`src/debounced_input_led_pattern_defines.svh`:
```
// assertion macros for the debounced input led pattern block
`ifndef DEBOUNCED_INPUT_LED_PATTERN_DEFINES_SVH
`define DEBOUNCED_INPUT_LED_PATTERN_DEFINES_SVH

`ifndef SYNTHESIS
// property that must hold at every clock edge out of reset
`define DILP_ASSERT(lbl, prop) \
    lbl: assert property (@(posedge clk) disable iff (!rst_n) (prop)) \
        else $error("dilp assertion failed");
// condition in one cycle forces a consequence in the next
`define DILP_ASSERT_NEXT(lbl, ante, cons) \
    lbl: assert property (@(posedge clk) disable iff (!rst_n) (ante) |=> (cons)) \
        else $error("dilp assertion failed");
`else
`define DILP_ASSERT(lbl, prop)
`define DILP_ASSERT_NEXT(lbl, ante, cons)
`endif

`endif

```
`src/dilp_pkg.sv`:
```
// shared types, constants and helpers of the debounced input led pattern block
package dilp_pkg;

    // event queue depth default
    localparam int QUEUE_DEPTH_DEF = 8;

    // configuration port geometry
    localparam int CFG_IDX_W  = 3;
    localparam int CFG_DATA_W = 16;

    // configuration register indexes
    localparam logic [CFG_IDX_W-1:0] CFG_DEBOUNCE   = 3'd0;
    localparam logic [CFG_IDX_W-1:0] CFG_BLINK_HALF = 3'd1;
    localparam logic [CFG_IDX_W-1:0] CFG_BLINK_CNT  = 3'd2;
    localparam logic [CFG_IDX_W-1:0] CFG_HOLD       = 3'd3;

    // register reset values
    localparam logic [15:0] DEBOUNCE_RST   = 16'd30;
    localparam logic [15:0] BLINK_HALF_RST = 16'd100;
    localparam logic [7:0]  BLINK_CNT_RST  = 8'd3;
    localparam logic [15:0] HOLD_RST       = 16'd500;

    // pattern sequencer phases
    typedef enum logic [1:0] {
        PH_IDLE = 2'd0,
        PH_ON   = 2'd1,
        PH_OFF  = 2'd2,
        PH_HOLD = 2'd3
    } phase_t;

    // configuration registers as one bundle
    typedef struct packed {
        logic [15:0] debounce_ticks;
        logic [15:0] blink_half_ticks;
        logic [7:0]  blink_count;
        logic [15:0] hold_ticks;
    } cfg_t;

    // debounced sample from the front end
    typedef struct packed {
        logic published;
        logic level;
    } event_t;

    // head of the event queue as seen by the sequencer
    typedef struct packed {
        logic avail;
        logic level;
    } q_head_t;

    // per-tick sequencer status
    typedef struct packed {
        logic led_on;
        logic busy;
    } seq_out_t;

    // one result item
    typedef struct packed {
        logic led_on;
        logic event_published;
        logic event_level;
        logic event_dropped;
        logic sequencer_busy;
    } result_t;

    // zero timing values act as one
    function automatic logic [15:0] at_least_one16(input logic [15:0] v);
        return (v == 16'd0) ? 16'd1 : v;
    endfunction

    function automatic logic [7:0] at_least_one8(input logic [7:0] v);
        return (v == 8'd0) ? 8'd1 : v;
    endfunction

endpackage

```
`src/dilp_ram.sv`:
```
// generic single write, single read ram with registered read data
module dilp_ram #(
    parameter int WIDTH = 1,
    parameter int DEPTH = 8,
    localparam int AW = (DEPTH > 1) ? $clog2(DEPTH) : 1
) (
    input  logic             clk,
    input  logic             we,
    input  logic [AW-1:0]    wr_addr,
    input  logic [WIDTH-1:0] wr_data,
    input  logic [AW-1:0]    rd_addr,
    output logic [WIDTH-1:0] rd_data
);

    logic [WIDTH-1:0] mem_reg [DEPTH];
    logic [WIDTH-1:0] rd_data_reg;

    // write port
    always_ff @(posedge clk)
    begin
        if (we)
        begin
            mem_reg[wr_addr] <= wr_data;
        end
    end

    // registered read port, old data on a same-address write
    always_ff @(posedge clk)
    begin
        rd_data_reg <= mem_reg[rd_addr];
    end

    assign rd_data = rd_data_reg;

endmodule

```
`src/dilp_debounce.sv`:
```
// retriggerable debounce counter that publishes the sampled pin level
module dilp_debounce (
    input  logic              clk,
    input  logic              rst_n,
    input  logic              tick,
    input  logic              pin_level,
    input  logic              pin_edge,
    input  logic [15:0]       debounce_ticks,
    output dilp_pkg::event_t  evt
);

    logic [15:0] left_reg;
    logic [15:0] left_next;
    logic        fire;

    // sample when the count runs out without a new edge
    assign fire = !pin_edge && (left_reg == 16'd1);

    always_comb
    begin
        left_next = left_reg;
        if (pin_edge)
        begin
            left_next = dilp_pkg::at_least_one16(debounce_ticks);
        end
        else if (left_reg != 16'd0)
        begin
            left_next = left_reg - 16'd1;
        end
    end

    // counter advances once per tick
    always_ff @(posedge clk or negedge rst_n)
    begin
        if (!rst_n)
        begin
            left_reg <= 16'd0;
        end
        else if (tick)
        begin
            left_reg <= left_next;
        end
    end

    assign evt.published = fire;
    assign evt.level     = fire & pin_level;

endmodule

```
`src/dilp_event_queue.sv`:
```
// event queue between the debounce front end and the led sequencer
module dilp_event_queue #(
    parameter int DEPTH = dilp_pkg::QUEUE_DEPTH_DEF
) (
    input  logic               clk,
    input  logic               rst_n,
    input  logic               tick,
    input  dilp_pkg::event_t   evt,
    input  logic               pop,
    output dilp_pkg::q_head_t  head,
    output logic               dropped
);

    localparam int IDX_W  = (DEPTH > 1) ? $clog2(DEPTH) : 1;
    localparam int FILL_W = $clog2(DEPTH + 1);
    localparam logic [IDX_W-1:0]  LAST_IDX = IDX_W'(DEPTH - 1);
    localparam logic [FILL_W-1:0] FULL_FILL = FILL_W'(DEPTH);

    logic [IDX_W-1:0]  head_reg, head_next;
    logic [IDX_W-1:0]  tail_reg, tail_next;
    logic [FILL_W-1:0] fill_reg, fill_next;
    logic              byp_valid_reg, byp_valid_next;
    logic              byp_data_reg;
    logic              is_full;
    logic              do_push;
    logic              do_pop;
    logic              ram_data;
    logic              stored_level;

    // full check is made before this tick's pop
    assign is_full = (fill_reg >= FULL_FILL);
    assign do_push = tick && evt.published && !is_full;
    assign do_pop  = tick && pop;
    assign dropped = evt.published && is_full;

    // pointer and fill updates
    always_comb
    begin
        head_next = head_reg;
        tail_next = tail_reg;
        fill_next = fill_reg;
        if (do_push)
        begin
            tail_next = (tail_reg == LAST_IDX) ? '0 : tail_reg + 1'b1;
        end
        if (do_pop)
        begin
            head_next = (head_reg == LAST_IDX) ? '0 : head_reg + 1'b1;
        end
        unique case ({do_push, do_pop})
            2'b10:   fill_next = fill_reg + 1'b1;
            2'b01:   fill_next = fill_reg - 1'b1;
            default: fill_next = fill_reg;
        endcase
    end

    // a write to the address being read is forwarded next cycle
    assign byp_valid_next = do_push && (tail_reg == head_next);

    always_ff @(posedge clk or negedge rst_n)
    begin
        if (!rst_n)
        begin
            head_reg      <= '0;
            tail_reg      <= '0;
            fill_reg      <= '0;
            byp_valid_reg <= 1'b0;
        end
        else
        begin
            head_reg      <= head_next;
            tail_reg      <= tail_next;
            fill_reg      <= fill_next;
            byp_valid_reg <= byp_valid_next;
        end
    end

    always_ff @(posedge clk)
    begin
        byp_data_reg <= evt.level;
    end

    // entry storage, read address follows the next head
    dilp_ram #(
        .WIDTH (1),
        .DEPTH (DEPTH)
    ) u_store (
        .clk     (clk),
        .we      (do_push),
        .wr_addr (tail_reg),
        .wr_data (evt.level),
        .rd_addr (head_next),
        .rd_data (ram_data)
    );

    assign stored_level = byp_valid_reg ? byp_data_reg : ram_data;

    // an empty queue hands over the event pushed in this tick
    assign head.avail = (fill_reg != '0) || do_push;
    assign head.level = (fill_reg == '0) ? evt.level : stored_level;

endmodule

```
`src/dilp_sequencer.sv`:
```
// led pattern sequencer: blinks for a high event, steady hold for a low one
module dilp_sequencer (
    input  logic               clk,
    input  logic               rst_n,
    input  logic               tick,
    input  dilp_pkg::cfg_t     cfg,
    input  dilp_pkg::q_head_t  head,
    output logic               pop,
    output dilp_pkg::seq_out_t status
);

    dilp_pkg::phase_t phase_reg, phase_next;
    logic [15:0]      timer_reg, timer_next;
    logic [7:0]       blinks_reg, blinks_next;

    // state registers advance once per tick
    always_ff @(posedge clk or negedge rst_n)
    begin
        if (!rst_n)
        begin
            phase_reg  <= dilp_pkg::PH_IDLE;
            timer_reg  <= 16'd0;
            blinks_reg <= 8'd0;
        end
        else if (tick)
        begin
            phase_reg  <= phase_next;
            timer_reg  <= timer_next;
            blinks_reg <= blinks_next;
        end
    end

    // start a pattern, then play one tick of it
    always_comb
    begin
        logic [15:0] half;
        half          = dilp_pkg::at_least_one16(cfg.blink_half_ticks);
        phase_next    = phase_reg;
        timer_next    = timer_reg;
        blinks_next   = blinks_reg;
        pop           = 1'b0;
        status.led_on = 1'b0;
        status.busy   = 1'b0;

        if (phase_reg == dilp_pkg::PH_IDLE && head.avail)
        begin
            pop = 1'b1;
            if (head.level)
            begin
                phase_next  = dilp_pkg::PH_ON;
                timer_next  = half;
                blinks_next = dilp_pkg::at_least_one8(cfg.blink_count);
            end
            else
            begin
                phase_next = dilp_pkg::PH_HOLD;
                timer_next = dilp_pkg::at_least_one16(cfg.hold_ticks);
            end
        end

        if (phase_next != dilp_pkg::PH_IDLE)
        begin
            status.busy   = 1'b1;
            status.led_on = (phase_next == dilp_pkg::PH_ON) ||
                            (phase_next == dilp_pkg::PH_HOLD);
            if (timer_next != 16'd0)
            begin
                timer_next = timer_next - 16'd1;
            end
            if (timer_next == 16'd0)
            begin
                unique case (phase_next)
                    dilp_pkg::PH_ON:
                    begin
                        phase_next = dilp_pkg::PH_OFF;
                        timer_next = half;
                    end
                    dilp_pkg::PH_OFF:
                    begin
                        if (blinks_next != 8'd0)
                        begin
                            blinks_next = blinks_next - 8'd1;
                        end
                        if (blinks_next != 8'd0)
                        begin
                            phase_next = dilp_pkg::PH_ON;
                            timer_next = half;
                        end
                        else
                        begin
                            phase_next = dilp_pkg::PH_IDLE;
                        end
                    end
                    default:
                    begin
                        phase_next = dilp_pkg::PH_IDLE;
                    end
                endcase
            end
        end
    end

endmodule

```
`src/debounced_input_led_pattern.sv`:
```
// top level: config registers, debounce front end, event queue, sequencer, result buffer
//
//  channel  | handshake          | payload
//  ---------+--------------------+--------------------------------------------------
//  tick in  | push / full        | pin_level, pin_edge
//  result   | pop / empty        | led_on, event_published, event_level,
//           |                    | event_dropped, sequencer_busy
//  config   | cfg_we             | cfg_index, cfg_data
//
// one tick is taken per clock while full is low, and its result is ready in the next cycle.
// debounce, queue and sequencer update together in the cycle the tick is transferred.
// a two-entry result buffer sets full; a tick is taken while one result waits.
// reset clears all counters, the queue pointers and the result buffer at once.
module debounced_input_led_pattern #(
    parameter int QUEUE_DEPTH = dilp_pkg::QUEUE_DEPTH_DEF
) (
    input  logic                           clk,
    input  logic                           rst_n,
    input  logic                           push,
    output logic                           full,
    input  logic                           pin_level,
    input  logic                           pin_edge,
    output logic                           empty,
    input  logic                           pop,
    output logic                           led_on,
    output logic                           event_published,
    output logic                           event_level,
    output logic                           event_dropped,
    output logic                           sequencer_busy,
    input  logic                           cfg_we,
    input  logic [dilp_pkg::CFG_IDX_W-1:0] cfg_index,
    input  logic [dilp_pkg::CFG_DATA_W-1:0] cfg_data
);

`include "debounced_input_led_pattern_defines.svh"

    dilp_pkg::cfg_t     cfg_reg;
    dilp_pkg::event_t   evt;
    dilp_pkg::q_head_t  q_head;
    dilp_pkg::seq_out_t seq_status;
    dilp_pkg::result_t  res;
    logic               tick;
    logic               seq_pop;
    logic               q_dropped;
    logic               out_take;

    dilp_pkg::result_t  ob_data_reg [2];
    logic               ob_wr_reg;
    logic               ob_rd_reg;
    logic [1:0]         ob_count_reg;

    // configuration registers
    always_ff @(posedge clk or negedge rst_n)
    begin
        if (!rst_n)
        begin
            cfg_reg.debounce_ticks   <= dilp_pkg::DEBOUNCE_RST;
            cfg_reg.blink_half_ticks <= dilp_pkg::BLINK_HALF_RST;
            cfg_reg.blink_count      <= dilp_pkg::BLINK_CNT_RST;
            cfg_reg.hold_ticks       <= dilp_pkg::HOLD_RST;
        end
        else if (cfg_we)
        begin
            unique case (cfg_index)
                dilp_pkg::CFG_DEBOUNCE:   cfg_reg.debounce_ticks   <= cfg_data;
                dilp_pkg::CFG_BLINK_HALF: cfg_reg.blink_half_ticks <= cfg_data;
                dilp_pkg::CFG_BLINK_CNT:  cfg_reg.blink_count      <= cfg_data[7:0];
                dilp_pkg::CFG_HOLD:       cfg_reg.hold_ticks       <= cfg_data;
                default:                  cfg_reg                  <= cfg_reg;
            endcase
        end
    end

    // tick transfer
    assign full     = (ob_count_reg == 2'd2);
    assign empty    = (ob_count_reg == 2'd0);
    assign tick     = push && !full;
    assign out_take = pop && !empty;

    // front end
    dilp_debounce u_debounce (
        .clk            (clk),
        .rst_n          (rst_n),
        .tick           (tick),
        .pin_level      (pin_level),
        .pin_edge       (pin_edge),
        .debounce_ticks (cfg_reg.debounce_ticks),
        .evt            (evt)
    );

    dilp_event_queue #(
        .DEPTH (QUEUE_DEPTH)
    ) u_queue (
        .clk     (clk),
        .rst_n   (rst_n),
        .tick    (tick),
        .evt     (evt),
        .pop     (seq_pop),
        .head    (q_head),
        .dropped (q_dropped)
    );

    // back end
    dilp_sequencer u_sequencer (
        .clk    (clk),
        .rst_n  (rst_n),
        .tick   (tick),
        .cfg    (cfg_reg),
        .head   (q_head),
        .pop    (seq_pop),
        .status (seq_status)
    );

    // assemble the result of this tick
    assign res.led_on          = seq_status.led_on;
    assign res.event_published = evt.published;
    assign res.event_level     = evt.level;
    assign res.event_dropped   = q_dropped;
    assign res.sequencer_busy  = seq_status.busy;

    // two-entry result buffer
    always_ff @(posedge clk)
    begin
        if (tick)
        begin
            ob_data_reg[ob_wr_reg] <= res;
        end
    end

    always_ff @(posedge clk or negedge rst_n)
    begin
        if (!rst_n)
        begin
            ob_wr_reg    <= 1'b0;
            ob_rd_reg    <= 1'b0;
            ob_count_reg <= 2'd0;
        end
        else
        begin
            if (tick)
            begin
                ob_wr_reg <= ~ob_wr_reg;
            end
            if (out_take)
            begin
                ob_rd_reg <= ~ob_rd_reg;
            end
            unique case ({tick, out_take})
                2'b10:   ob_count_reg <= ob_count_reg + 2'd1;
                2'b01:   ob_count_reg <= ob_count_reg - 2'd1;
                default: ob_count_reg <= ob_count_reg;
            endcase
        end
    end

    assign led_on          = ob_data_reg[ob_rd_reg].led_on;
    assign event_published = ob_data_reg[ob_rd_reg].event_published;
    assign event_level     = ob_data_reg[ob_rd_reg].event_level;
    assign event_dropped   = ob_data_reg[ob_rd_reg].event_dropped;
    assign sequencer_busy  = ob_data_reg[ob_rd_reg].sequencer_busy;

    // checks
    `DILP_ASSERT(a_drop_needs_sample, !(tick && q_dropped) || evt.published)
    `DILP_ASSERT(a_pop_needs_event, !(tick && seq_pop) || q_head.avail)
    `DILP_ASSERT(a_ob_count_bound, ob_count_reg <= 2'd2)
    `DILP_ASSERT_NEXT(a_tick_gives_result, tick, !empty)

endmodule

```
`config.mk`:
```
export PLATFORM = sky130hd
export DESIGN_NAME = debounced_input_led_pattern
export DESIGN_NICKNAME = d
export VERILOG_FILES = /design/src/dilp_pkg.sv /design/src/dilp_ram.sv /design/src/dilp_debounce.sv /design/src/dilp_event_queue.sv /design/src/dilp_sequencer.sv /design/src/debounced_input_led_pattern.sv
export VERILOG_INCLUDE_DIRS = /design/src /design/src/src
export SDC_FILE = /design/constraint.sdc
export NUM_CORES = 1
export LEC_CHECK = 0
export CAP_MARGIN = 20
export CORE_MARGIN = 2
export CORE_UTILIZATION = 50
export CTS_CLUSTER_SIZE = 25
export DETAILED_ROUTE_END_ITERATION = 8
export DONT_BUFFER_PORTS = 1
export HOLD_SLACK_MARGIN = 0.08
export PLACE_DENSITY = 0.62
export SYNTH_ARGS = -nofsm -noshare
export SYNTH_HDL_FRONTEND = slang
export SYNTH_SLANG_ARGS = --single-unit
export TNS_END_PERCENT = 1
```
`constraint.sdc`:
```
create_clock -name clk -period 7.6 [get_ports clk]
set_clock_uncertainty 0.05 [all_clocks]
set_input_delay 1.14 -clock clk [delete_from_list [all_inputs] [get_ports clk]]
set_output_delay 1.14 -clock clk [all_outputs]
set_load 0.02 [all_outputs]
```
* After elaboration in Yosys (flattened, before gate mapping)
Memory sizes are Yosys's and may differ from the RTL's. A register that Yosys moved wholly into a read port is not among the register bits.
Index checks and enable logic that the tools add are counted.
** Word-level totals
- Register bits :: 114
- RAM bits :: 18
- Input bits :: 26
- Output and inout port bits :: 7
- Logic and storage cells :: 126
- Memories kept :: 2
** Memories
- ob_data_reg :: words 2, bits a word 5, rd ports 1, clocked after memory_dff 0, wr ports 1, RTL line debounced_input_led_pattern.sv:47 : dilp_pkg::result_t ob_data_reg [2];
- u_queue.u_store.mem_reg :: words 8, bits a word 1, rd ports 1, clocked after memory_dff 1, wr ports 1, RTL line dilp_ram.sv:15 : logic [WIDTH-1:0] mem_reg [DEPTH];
** Operators by class
- Add/sub/neg operators :: 9
- Order comparisons :: 1
- Eq/ne operators :: 15
- Multiplexer cells :: 42
- Bitwise operators :: 3
- Reductions and logical operators :: 38
** Operators by type and width (number)
- 16-bit two-way mux :: 12
- 8-bit two-way mux :: 10
- 16-bit logical NOT :: 4
- 16-bit case mux with 2 select lines :: 1
- 16-bit nonzero test :: 2
- 16-bit by 1-bit subtractor with 16-bit output, second input constant :: 2
- 16-bit by 1-bit equality test with 1-bit output, second input constant :: 1
- 8-bit nonzero test :: 2
- 2-bit equality test, second input constant :: 5
- 2-bit two-way mux :: 5
- 2-bit AND reduction :: 5
- 1-bit logical AND :: 9
- 3-bit two-way mux :: 3
- 8-bit logical NOT :: 1
- 1-bit two-way mux :: 8
- 2-bit case mux with 2 select lines :: 2
- 4-bit case mux with 2 select lines :: 1
- 2-bit nonzero test :: 4
- 8-bit by 1-bit subtractor with 8-bit output, second input constant :: 1
- 3-bit by 1-bit adder with 3-bit output, second input constant :: 2
- 2-bit by 1-bit equality test with 1-bit output, second input constant :: 3
- 3-bit by 2-bit equality test with 1-bit output, second input constant :: 2
- 3-bit equality test, second input constant :: 2
- 4-bit by 1-bit adder with 4-bit output, second input constant :: 1
- other kinds (14) :: 20

* Depth between registers and ports, before layout
Gate-level depths: netlist (run 1).
- Depth after elaboration :: 19
- Depth in mapped cells :: 18
- Gate-level depth less buffers :: 17

* Modules after synthesis
A second synthesis (run 1) with hierarchy kept.
** Second synthesis, totals
- Cells, all modules :: 789
- Area total of the unflattened synthesis :: 8091.5 µm²
** Modules (own cells, without submodules)
- dilp_sequencer :: instances 1, cells each 414, area each 3208.1 µm², sequential area each 650.6 µm²
- debounced_input_led_pattern :: instances 1, cells each 156, area each 2707.6 µm², sequential area each 1820.5 µm²
- dilp_debounce :: instances 1, cells each 133, area each 1103.6 µm², sequential area each 400.4 µm²
- dilp_event_queue :: instances 1, cells each 61, area each 689.4 µm², sequential area each 295.3 µm²
- dilp_ram :: instances 1, cells each 25, area each 382.9 µm², sequential area each 260.2 µm²

* Worst setup path before layout (run 1)
OpenSTA, ideal clock, no wires.
- Kind :: input port to flip-flop
- From :: in pin_edge
- To :: reg u_sequencer.blinks_reg[7]
- Setup time :: 86 ps
- Data arrival time :: 5284 ps
- Data required time :: 7464 ps
- Path slack :: 2180 ps
- Stages :: 15
- Path buffers :: 1
- Cells stage by stage :: clkbuf_1 nor4_1 nand2_1 nor4_2 nor2_1 o221a_2 inv_1 ha_1 o2111ai_1 nor4_4 a31oi_1 or4b_4 nor4_4 mux2_1 nor3_1
** Between the ends
- Word-level cells in the longest chain between the ends :: 15
- Elaborated cells on any way between the ends :: 30
- Classes of those cells :: add/sub: 2; eq/ne: 1; mux: 16; bitwise: 1; reduce/logical: 10
** Ends and longest elaborated chain
- from (decl) :: RTL line debounced_input_led_pattern.sv:22 : input logic pin_edge,
- 1-bit logical NOT (*) :: RTL line dilp_debounce.sv:17 : assign fire = !pin_edge && (left_reg == 16'd1);
- 1-bit logical AND (*) :: RTL line dilp_debounce.sv:17
- branches (longest 12 deep; another with 16-bit by 1-bit subtractor with 16-bit output)
- 8-bit two-way mux (*) :: RTL line dilp_sequencer.sv:61 : if (phase_next != dilp_pkg::PH_IDLE)
- to (signal assigned) :: RTL line dilp_sequencer.sv:29 : blinks_reg <= blinks_next;
- to (decl) :: RTL line dilp_sequencer.sv:14 : logic [7:0] blinks_reg, blinks_next;
Every way passes the cells marked *. The select of a mux whose other input is x is not followed.
A chain may end at the register's enable or synchronous reset.

* Worst setup path in the final report (run 1)
- From :: in pin_edge
- To :: reg u_sequencer.timer_reg[6]
** Between the ends
- Word-level cells in the longest chain between the ends :: 17
- Elaborated cells on any way between the ends :: 33
- Classes of those cells :: add/sub: 2; eq/ne: 2; mux: 17; bitwise: 1; reduce/logical: 11
** Ends and longest elaborated chain
- 1-bit logical NOT (*) :: RTL line dilp_debounce.sv:17
- 1-bit logical AND (*) :: RTL line dilp_debounce.sv:17
- branches (longest 14 deep; another with 8-bit by 1-bit subtractor with 8-bit output)
- 16-bit two-way mux (*) :: RTL line dilp_sequencer.sv:61
- to (signal assigned) :: RTL line dilp_sequencer.sv:28 : timer_reg <= timer_next;
- to (decl) :: RTL line dilp_sequencer.sv:13 : logic [15:0] timer_reg, timer_next;
Marks and branches as above.

==> out/qor.txt, run 1 <==
Initial DRT Pass Iterations - 7
WL/cell - 21.2 um
class of the tightest hold or removal check - in2async
die height - 129 um
Vias/cell - 6.41
Worst-Margin Slew - 1.04 ns
Max VDD drop - 0.231 mV
Placeable Area - 0.0153 mm^2
clock buffer count from CTS - 17
initial antenna violation count - 0
CP required - 7.89 ns
fmax - 171 MHz
syn_nets - 837
Post-CTS Hold Fix Bufs - 0
YS warnings - 0
commonest non-fill, non-tap cell in the layout - dfrtp_1
setup_tns - 0 ns
Crit. End Element - flip-flop
vias in the first global route - 6,169
final antenna-violating net count - 0
DP Wirelength - 15,600 um
number of synthesized flops with an enable pin - 18
Tmin final - 5.86 ns
H-tree depth - 4
total global routing overflow - 0
max reg flops - 56
outcome - complete, no violations
worst skew pair latency - 0.42 ns
Synth top area share - 31.2%
Core Util, Final - 57.2%
Tot GR Track Use - 26.5%
Max Buffers Root-to-Sink - 2
CP arrival - 6.14 ns
die area - 0.0167 mm^2
FP Rows - 45
largest net degree at the start of global routing - 114
routed wire length - 21,500 um
Max Slew Vio Count - 0
Post-synth top flop - dfrtp_1
most frequent cells in the layout - dfrtp_1, nor2_1, mux2_2, a21oi_1, nand2_1
setup violators final - 0
1st-iter DRT viols - 526
RSZ-0062 raised after global routing - no
Distinct cells, synth - 72
CTS resizes - 0
Placement Setup Slack - 1.40 ns
Crit Path Max Fanout - 19
I/O pin count - 33
chip width - 129 um
Post-Syn Instances - 796
DRC viols - 0
setup bufs post-CTS - 0
Nets - 831
Synth area leaders - dfrtp_1, mux2_2, edfxtp_1, dfstp_2, a21oi_1
Synth async-reset ratio - 85.0%
mapped cell area - 0.00786 mm^2
Clock Pin Slew Worst Setup and Hold Paths - 0.06 ns
Pwr Density - 479 mW/mm^2
Seq/Total Area, Yosys - 43.6%
share of cells above drive strength 1 - 17.4%
Final Wtd Congestion - 0.937
CTS Root Cell - clkbuf_16
#FFs+latches synth - 133
CP Launch Type - input port
starting density of the core - 51.5%
# diodes - 0
leakage - 3.45 nW
first-pass GRT wire length - 34,100 um
Final Worst Setup Slack - 1.74 ns
vias - 6,497
Hold Violations, Final - 0
max-cap violation count - 0
CTS tree - done
power consumption - 4.18 mW
Avg Inst Size Synth - 9.87 um^2
I/O Buffers - 0
critical path type - in2reg
area grow syn2layout - 11.0%
Slew Limit Headroom - 30.7%
Final Cycle Share - 77.1%
area leader, netlist - dfrtp_1
CTS sink count - 133
## metrics by stage
step | hold WS [ns] | instances | area [um^2]
after CTS | 0.356 | 1012 | 8710
after floorplan | 0.411 | 796 | 7860
final | 0.365 | 1014 | 8730
after global routing | 0.343 | 1014 | 8730
after global placement | 0.429 | 980 | 8070
after detailed placement | 0.445 | 980 | 8070
## report_power, final
group,switching (mW),internal (mW)
clock network,0.318,0.580
registers,0.238,0.967
logic,1.31,0.768
total,1.87,2.32
## synth_stat cells (all sizes together), types with 6 or more instances
library cell,instances
dfstp,15
a31oi,9
mux2,65
inv,18
o21ai,25
mux2i,18
a221o,14
edfxtp,18
xnor2,12
or3,13
and2,21
clkbuf,25
or4,6
ha,14
nor3,44
o22ai,19
and3,14
nor2,68
nand2b,7
dfrtp,98
nand3,20
nor4,25
buf,11
nand2,53
a221oi,10
a21oi,54
nand4,23
## per-layer routing
metal | track usage [%] | share of wire (%) | vias up
li1 | - | - | 3022
met2 | 41.0 | 45 | 210
met4 | 7.86 | 2.1 | 0
met1 | 37.2 | 46 | 3230
met3 | 6.32 | 6.9 | 35
met5 | 0 | 0 | -
## kinds of logic after synthesis
group / share of synthesized area, %
AO/OA/AOI/OAI: 15.3
XOR/XNOR: 1.89
adder cells (fa/ha/maj): 2.48
buffers and inverters: 2.72
flip-flops: 43.6
multiplexers: 11.6
AND/OR/NAND/NOR: 22.3
## worst paths after layout
check,start,end,slack (ns),cells past startpoint
setup / recovery,pin_edge,u_sequencer.timer_reg[6],1.74,16
hold / removal,rst_n,u_sequencer.blinks_reg[4],0.37,0
setup reg to reg,u_debounce.left_reg[8],u_sequencer.timer_reg[6],1.81,16
hold reg to reg,ob_wr_reg,ob_wr_reg,0.46,1
max in group asynchronous,rst_n,cfg_reg[30],6.88,0
min in group clk,ob_wr_reg,ob_wr_reg,0.46,1
## cell type report
| cell class | count | area, um^2 |
|---|---|---|
| fillers | 1345 | 6530 |
| multi-input cells | 609 | 4240 |
| flip-flops and latches | 133 | 3430 |
| clock buffers | 22 | 475 |
| well taps | 211 | 264 |
| clock inverters | 10 | 168 |
| repair buffers | 11 | 86.3 |
| inverters | 18 | 67.6 |
## worst max-delay path, cell delays in order
cell and delay, ns:
nor4_1 0.38, nand2_1 0.16, nor4_2 0.57, nor2_1 0.08, buf_4 0.22, o221a_2 0.33, inv_1 0.13, ha_1 0.25
o2111ai_1 0.39, nor3_1 0.35, nand4_2 0.32, a21oi_1 0.43, nand4b_1 0.14, nor2_1 0.81, nand4_1 0.21, a31oi_1 0.21
(Power assumes the default switching activity.)
==> inputs of run 2 (changes only) <==
- clock period: 7.6 -> 5.7 ns (I/O delays scaled with it)
==> run 2 against run 1 <==
Effect of this change:
- sequential power rose by 34%
- power rose by 35%
- sequential cell count is the same
- hold slack got worse by 0.15 ns
- setup slack got worse by 1.3 ns
- final area increased by 0.73%
- core utilization grew 0.42 points
- critical path type is now reg2reg
==> out/qor.txt, run 2 (synthesized netlist as in run 1, its figures left out) <==
total global routing overflow - 0 (unchanged)
Max Slew Vio Count - 0 (unchanged)
largest net degree at the start of global routing - 99 (was 114)
final antenna-violating net count - 0 (unchanged)
CTS Root Cell - clkbuf_16 (unchanged)
R2R Setup Slk - 0.46 ns (was 1.81 ns)
CTS tree - done (unchanged)
most frequent cells in the layout - dfrtp_1, nor2_1, mux2_2, a21oi_1, nand2_1 (unchanged)
max reg flops - 56 (unchanged)
CP max stage cell - or4b_4 (was nor2_1)
vias - 6,746 (was 6,497)
routed wire length - 22,500 um (was 21,500 um)
chip width - 129 um (unchanged)
Tmin final - 5.24 ns
fmax - 191 MHz
Nets - 838 (was 831)
share of cells above drive strength 1 - 18.4% (was 17.4%)
first-pass GRT wire length - 35,100 um (was 34,100 um)
reg-to-reg endpoint - u_sequencer.blinks_reg[7] (was u_sequencer.timer_reg[6])
Clk pwr share - 20.9% (was 21.5%)
power consumption - 5.65 mW (was 4.18 mW)
RSZ-0062 raised after global routing - no (unchanged)
starting density of the core - 51.5% (unchanged)
Tot GR Track Use - 27.6% (was 26.5%)
CP Cell Sequence - nor4_2 > nand4_1 > nor4_1 > o21ai_0 > o221a_2 > inv_1 > ha_1 > o2111ai_1 > nor4_4 > a31oi_1 > or4b_4 > nor4_4 > mux2_1 > nor3_1 (was nor4_1 > nand2_1 > nor4_2 > nor2_1 > buf_4 > o221a_2 > inv_1 > ha_1 > o2111ai_1 > nor3_1 > nand4_2 > a21oi_1 > nand4b_1 > nor2_1 > nand4_1 > a31oi_1)
non-filler cells, final - 1,021 (was 1,014)
P_int - 3.09 mW (was 2.32 mW)
# diodes - 0 (unchanged)
Slew Limit Headroom - 29.9% (was 30.7%)
Max VDD drop - 0.263 mV (was 0.231 mV)
worst hold-check slack - 0.219 ns (was 0.365 ns)
Core Util, Final - 57.6% (was 57.2%)
clock buffer count from CTS - 17 (unchanged)
RR Startpoint - u_debounce.left_reg[8] (unchanged)
CP arrival - 5.53 ns (was 6.14 ns)
die height - 129 um (unchanged)
CP max stage delay - 0.64 ns (was 0.81 ns)
H-tree depth - 4 (unchanged)
leakage - 3.49 nW (was 3.45 nW)
Switching Share - 45.3% (was 44.6%)
I/O Buffers - 0 (unchanged)
power share of the combinational group - 50.4% (was 49.7%)
setup violators final - 0 (unchanged)
Clock Pin Slew Worst Setup and Hold Paths - 0.06 ns (about the same)
Pwr Density - 643 mW/mm^2 (was 479 mW/mm^2)
Placeable Area - 0.0153 mm^2 (unchanged)
dpl cells - 986 (was 980)
Final Cycle Share - 91.9%
Hold Violations, Final - 0 (unchanged)
Initial DRT Pass Iterations - 5 (was 7)
outcome - complete, no violations (unchanged)
max-cap violation count - 0 (unchanged)
Switching Power - 2.56 mW (was 1.87 mW)
initial antenna violation count - 0 (unchanged)
DP Wirelength - 15,700 um (was 15,600 um)
Crit Path Max Fanout - 10 (was 19)
vias in the first global route - 6,438 (was 6,169)
CP required - 5.99 ns (was 7.89 ns)
CTS sink count - 133 (unchanged)
Final Wtd Congestion - 0.979 (was 0.937)
Vias/cell - 6.61 (was 6.41)
most frequent CP cell - nor4_4 (was nor2_1)
worst skew pair latency - 0.43 ns (was 0.42 ns)
# fillers - 1,318 (was 1,345)
die area - 0.0167 mm^2 (unchanged)
commonest non-fill, non-tap cell in the layout - dfrtp_1 (unchanged)
Worst-Margin Slew - 1.05 ns (was 1.04 ns)
WL/cell - 22.0 um (was 21.2 um)
Sequential Power Share - 28.7% (was 28.8%)
class of the tightest hold or removal check - in2async (unchanged)
critical path type - reg2reg (was in2reg)
I/O pin count - 33 (unchanged)
1st-iter DRT viols - 537 (was 526)
Reg2Reg Depth - 14 (was 16)
DRC viols - 0 (unchanged)
FP Rows - 45 (unchanged)
Max Buffers Root-to-Sink - 2 (unchanged)
CP Launch Type - flip-flop (was input port)
Crit. End Element - flip-flop (unchanged)
area grow syn2layout - 11.9% (was 11.0%)
setup_tns - 0 ns (unchanged)
-- run 2: area by class of cell --
cell class                      count  area, um^2  share of cell area, %
Tap cell                          211         264                   3.00
Multi-Input combinational cell    609        4250                   48.3
Sequential cell                   133        3430                   39.0
Timing Repair Buffer               18         159                   1.81
Clock inverter                     14         199                   2.26
Inverter                           18        67.6                  0.768
Clock buffer                       18         429                   4.88
-- run 2: timing repair --
action	in CTS	in global routing
gates resized for setup	0	1
buffers inserted	0	0
endpoints found under the hold margin	98	0
hold buffers	1	0
setup endpoints to repair	0	6
-- run 2: worst max-delay path by stage --
stage | depth (start not counted) | startpoint | endpoint
after global placement | 14 | pin_edge | u_sequencer.blinks_reg[7]
after detailed placement | 14 | pin_edge | u_sequencer.blinks_reg[7]
final | 14 | u_debounce.left_reg[8] | u_sequencer.blinks_reg[7]
after global routing | 14 | u_debounce.left_reg[11] | u_sequencer.blinks_reg[7]
after CTS | 14 | u_debounce.left_reg[8] | u_sequencer.blinks_reg[7]
after floorplan | 15 | pin_edge | u_sequencer.blinks_reg[7]
-- run 2: power groups by stage --
stage	Combinational, mW	Clock [mW]	Sequential (mW)
6_report	2.85	1.18	1.62
5_1_grt	3.09	1.23	1.66
4_1_cts	2.79	1.19	1.61
3_5_place_dp	2.76	0	1.62
3_3_place_gp	2.73	0	1.61
2_1_floorplan	2.12	0	1.50
-- run 2: through the flow --
step                      cell area [um^2]  setup slack [ns]
after floorplan                       7860             0.565
after global placement                8110             0.466
after detailed placement              8110             0.244
after CTS                             8770             0.354
after global routing                  8790             0.111
final                                 8790             0.461
-- run 2: routing by layer --
| metal | global-route usage, % | routed length (um) |
|---|---|---|
| met1 | 37.4 | 9980 |
| met2 | 43.0 | 10300 |
| met3 | 7.06 | 1730 |
| met4 | 9.78 | 497 |
| met5 | 0 | 0 |
-- run 2: critical path, delay by kind of cell, from the launching register on --
family | cells | cell delay (ns)
AND/OR/NAND/NOR | 7 | 2.90
buffers and inverters | 1 | 0.12
multiplexers | 1 | 0.38
AO/OA/AOI/OAI | 4 | 1.01
adder cells (fa/ha/maj) | 1 | 0.24
flip-flops | 1 | 0.43
==> inputs of run 3 (changes only) <==
- clock period: 5.7 -> 6.3 ns (I/O delays scaled with it)
==> run 3 against run 2 <==
Effect of this change:
- cell count fell by 0.49%
- register-to-register slack improved by 0.05 ns
- routed wire length fell by 2.1%
- hold slack got worse by 0.061 ns
- setup slack improved by 0.045 ns
- die area did not move
- maximum frequency fell by 9.6%
- final area fell by 0.73%
- combinational power fell by 12%
- sequential cell count did not move
- sequential power fell by 9.9%
- global-route usage fell by 0.25 points
==> out/qor.txt, run 3 (synthesized netlist as in run 1, its figures left out) <==
Switching Share - 45.2% (was 45.3%)
Clock Pin Slew Worst Setup and Hold Paths - 0.06 ns (about the same)
Crit. End Element - flip-flop (unchanged)
Placeable Area - 0.0153 mm^2 (unchanged)
CTS resizes - 0 (unchanged)
Final Wtd Congestion - 0.925 (was 0.979)
Core Util, Final - 57.2% (was 57.6%)
class of the tightest hold or removal check - in2async (unchanged)
power consumption - 5.04 mW (was 5.65 mW)
Tmin final - 5.79 ns (was 5.24 ns)
Setup crit start - u_debounce.left_reg[8] (unchanged)
starting density of the core - 51.5% (unchanged)
Pwr Density - 578 mW/mm^2 (was 643 mW/mm^2)
clock buffer count from CTS - 17 (unchanged)
Clk pwr share - 21.0% (was 20.9%)
area grow syn2layout - 11.0% (was 11.9%)
CP Launch Type - flip-flop (unchanged)
DP Wirelength - 15,700 um (about the same)
Switching Power - 2.28 mW (was 2.56 mW)
Hold Violations, Final - 0 (unchanged)
total global routing overflow - 0 (unchanged)
die height - 129 um (unchanged)
Tot GR Track Use - 27.3% (was 27.6%)
CP max stage cell - nor4_1 (was or4b_4)
routed wire length - 22,000 um (was 22,500 um)
Max Buffers Root-to-Sink - 2 (unchanged)
CP max stage delay - 0.68 ns (was 0.64 ns)
FP Rows - 45 (unchanged)
setup violators final - 0 (unchanged)
Post-CTS Hold Fix Bufs - 0 (was 1)
RSZ-0062 raised after global routing - no (unchanged)
worst skew pair latency - 0.43 ns (about the same)
fmax - 173 MHz (was 191 MHz)
first-pass GRT wire length - 34,800 um (was 35,100 um)
# fillers - 1,321 (was 1,318)
Nets - 832 (was 838)
design area - 0.00873 mm^2 (was 0.00879 mm^2)
Worst-Margin Slew - 1.03 ns (was 1.05 ns)
power share of the combinational group - 49.9% (was 50.4%)
leakage - 3.45 nW (was 3.49 nW)
vias - 6,633 (was 6,746)
CTS sink count - 133 (unchanged)
P_int - 2.76 mW (was 3.09 mW)
Initial DRT Pass Iterations - 8 (was 5)
most frequent cells in the layout - dfrtp_1, nor2_1, mux2_2, a21oi_1, nand2_1 (unchanged)
CP Cell Sequence - nor4_1 > nand4_1 > nor4_2 > nor2_1 > o221a_2 > inv_1 > ha_1 > o2111ai_1 > nor4_4 > a31oi_1 > or4b_4 > nor4_4 > mux2_1 > nor3_1 (was nor4_2 > nand4_1 > nor4_1 > o21ai_0 > o221a_2 > inv_1 > ha_1 > o2111ai_1 > nor4_4 > a31oi_1 > or4b_4 > nor4_4 > mux2_1 > nor3_1)
setup_tns - 0 ns (unchanged)
H-tree depth - 4 (unchanged)
CTS tree - done (unchanged)
critical path type - reg2reg (unchanged)
setup bufs post-CTS - 0 (unchanged)
outcome - complete, no violations (unchanged)
Vias/cell - 6.53 (was 6.61)
Slew Limit Headroom - 31.2% (was 29.9%)
largest net degree at the start of global routing - 114 (was 99)
most frequent CP cell - nor4_4 (unchanged)
initial antenna violation count - 1 (was 0)
Crit Path Max Fanout - 10 (unchanged)
Placement Cell Area - 0.00807 mm^2 (was 0.00811 mm^2)
RR Startpoint - u_debounce.left_reg[8] (unchanged)
die area - 0.0167 mm^2 (unchanged)
1st-iter DRT viols - 565 (was 537)
WL/cell - 21.7 um (was 22.0 um)
chip width - 129 um (unchanged)
CTS Root Cell - clkbuf_16 (unchanged)
commonest non-fill, non-tap cell in the layout - dfrtp_1 (unchanged)
vias in the first global route - 6,376 (was 6,438)
worst hold-check slack - 0.158 ns (was 0.219 ns)
I/O Buffers - 0 (unchanged)
I/O pin count - 33 (unchanged)
Max Slew Vio Count - 0 (unchanged)
DRC viols - 0 (unchanged)
share of cells above drive strength 1 - 17.8% (was 18.4%)
final antenna-violating net count - 0 (unchanged)
max-cap violation count - 0 (unchanged)
CP required - 6.59 ns (was 5.99 ns)
Final Cycle Share - 92.0% (was 91.9%)
Sequential Power Share - 29.0% (was 28.7%)
CP arrival - 6.08 ns (was 5.53 ns)
Max VDD drop - 0.238 mV (was 0.263 mV)
max reg flops - 56 (unchanged)
[run 3: changes by cell type in the layout (fill, tap and decap cells not counted), sizes merged]
cell / previous run / this run
clkbuf: 18 / 20
inv: 22 / 23
buf: 18 / 12
clkinv: 4 / 1
diode: 0 / 1
bufinv: 4 / 3
clkinvlp: 2 / 3
[run 3: layer usage]
metal	vias to the layer above	track usage (%)	wire length [um]
met2	302	41.4	10000
met5	-	0	0
li1	3027	-	-
met4	0	11.3	626
met1	3253	36.9	9550
met3	51	7.84	1810
[run 3: layout make-up]
class | instances | area (um^2) | share of cell area (%)
Multi-Input combinational cell | 609 | 4240 | 48.6
Sequential cell | 133 | 3430 | 39.3
Clock buffer | 20 | 468 | 5.36
Tap cell | 211 | 264 | 3.02
Clock inverter | 12 | 165 | 1.89
Timing Repair Buffer | 12 | 93.8 | 1.08
Inverter | 18 | 67.6 | 0.774
Antenna cell | 1 | 2.50 | 0.0287
[run 3: critical path, delay by kind of cell, from the launching register on]
kind	cells	cell delay (ns)
AOI/OAI and AO/OA	3	1.04
DFF	1	0.42
buffers and inverters	1	0.13
muxes	1	0.38
and+or+nand+nor	8	3.44
adders and majority gates	1	0.24
[run 3: power by group through the flow]
stage	registers, mW	logic [mW]	clock network [mW]
floorplan	1.36	1.91	0
global placement	1.46	2.42	0
detailed placement	1.47	2.46	0
CTS	1.46	2.47	1.08
global route	1.50	2.76	1.11
finish	1.46	2.52	1.06
[run 3: worst paths after layout]
| path | slack [ns] | depth (start not counted) | end |
|---|---|---|---|
| hold / removal | 0.16 | 0 | u_sequencer.blinks_reg[7] |
| min in group clk | 0.45 | 1 | ob_count_reg[1] |
| setup / recovery | 0.51 | 14 | u_sequencer.blinks_reg[7] |
| hold reg to reg | 0.45 | 1 | ob_count_reg[1] |
| max in group asynchronous | 5.78 | 0 | cfg_reg[8] |
| setup reg to reg | 0.51 | 14 | u_sequencer.blinks_reg[7] |
[run 3: metrics by stage]
step	worst slack, ns	cells
finish	0.507	1016
detailed placement	0.436	981
CTS	0.685	1013
global placement	0.657	981
global route	0.274	1015
floorplan	1.07	796
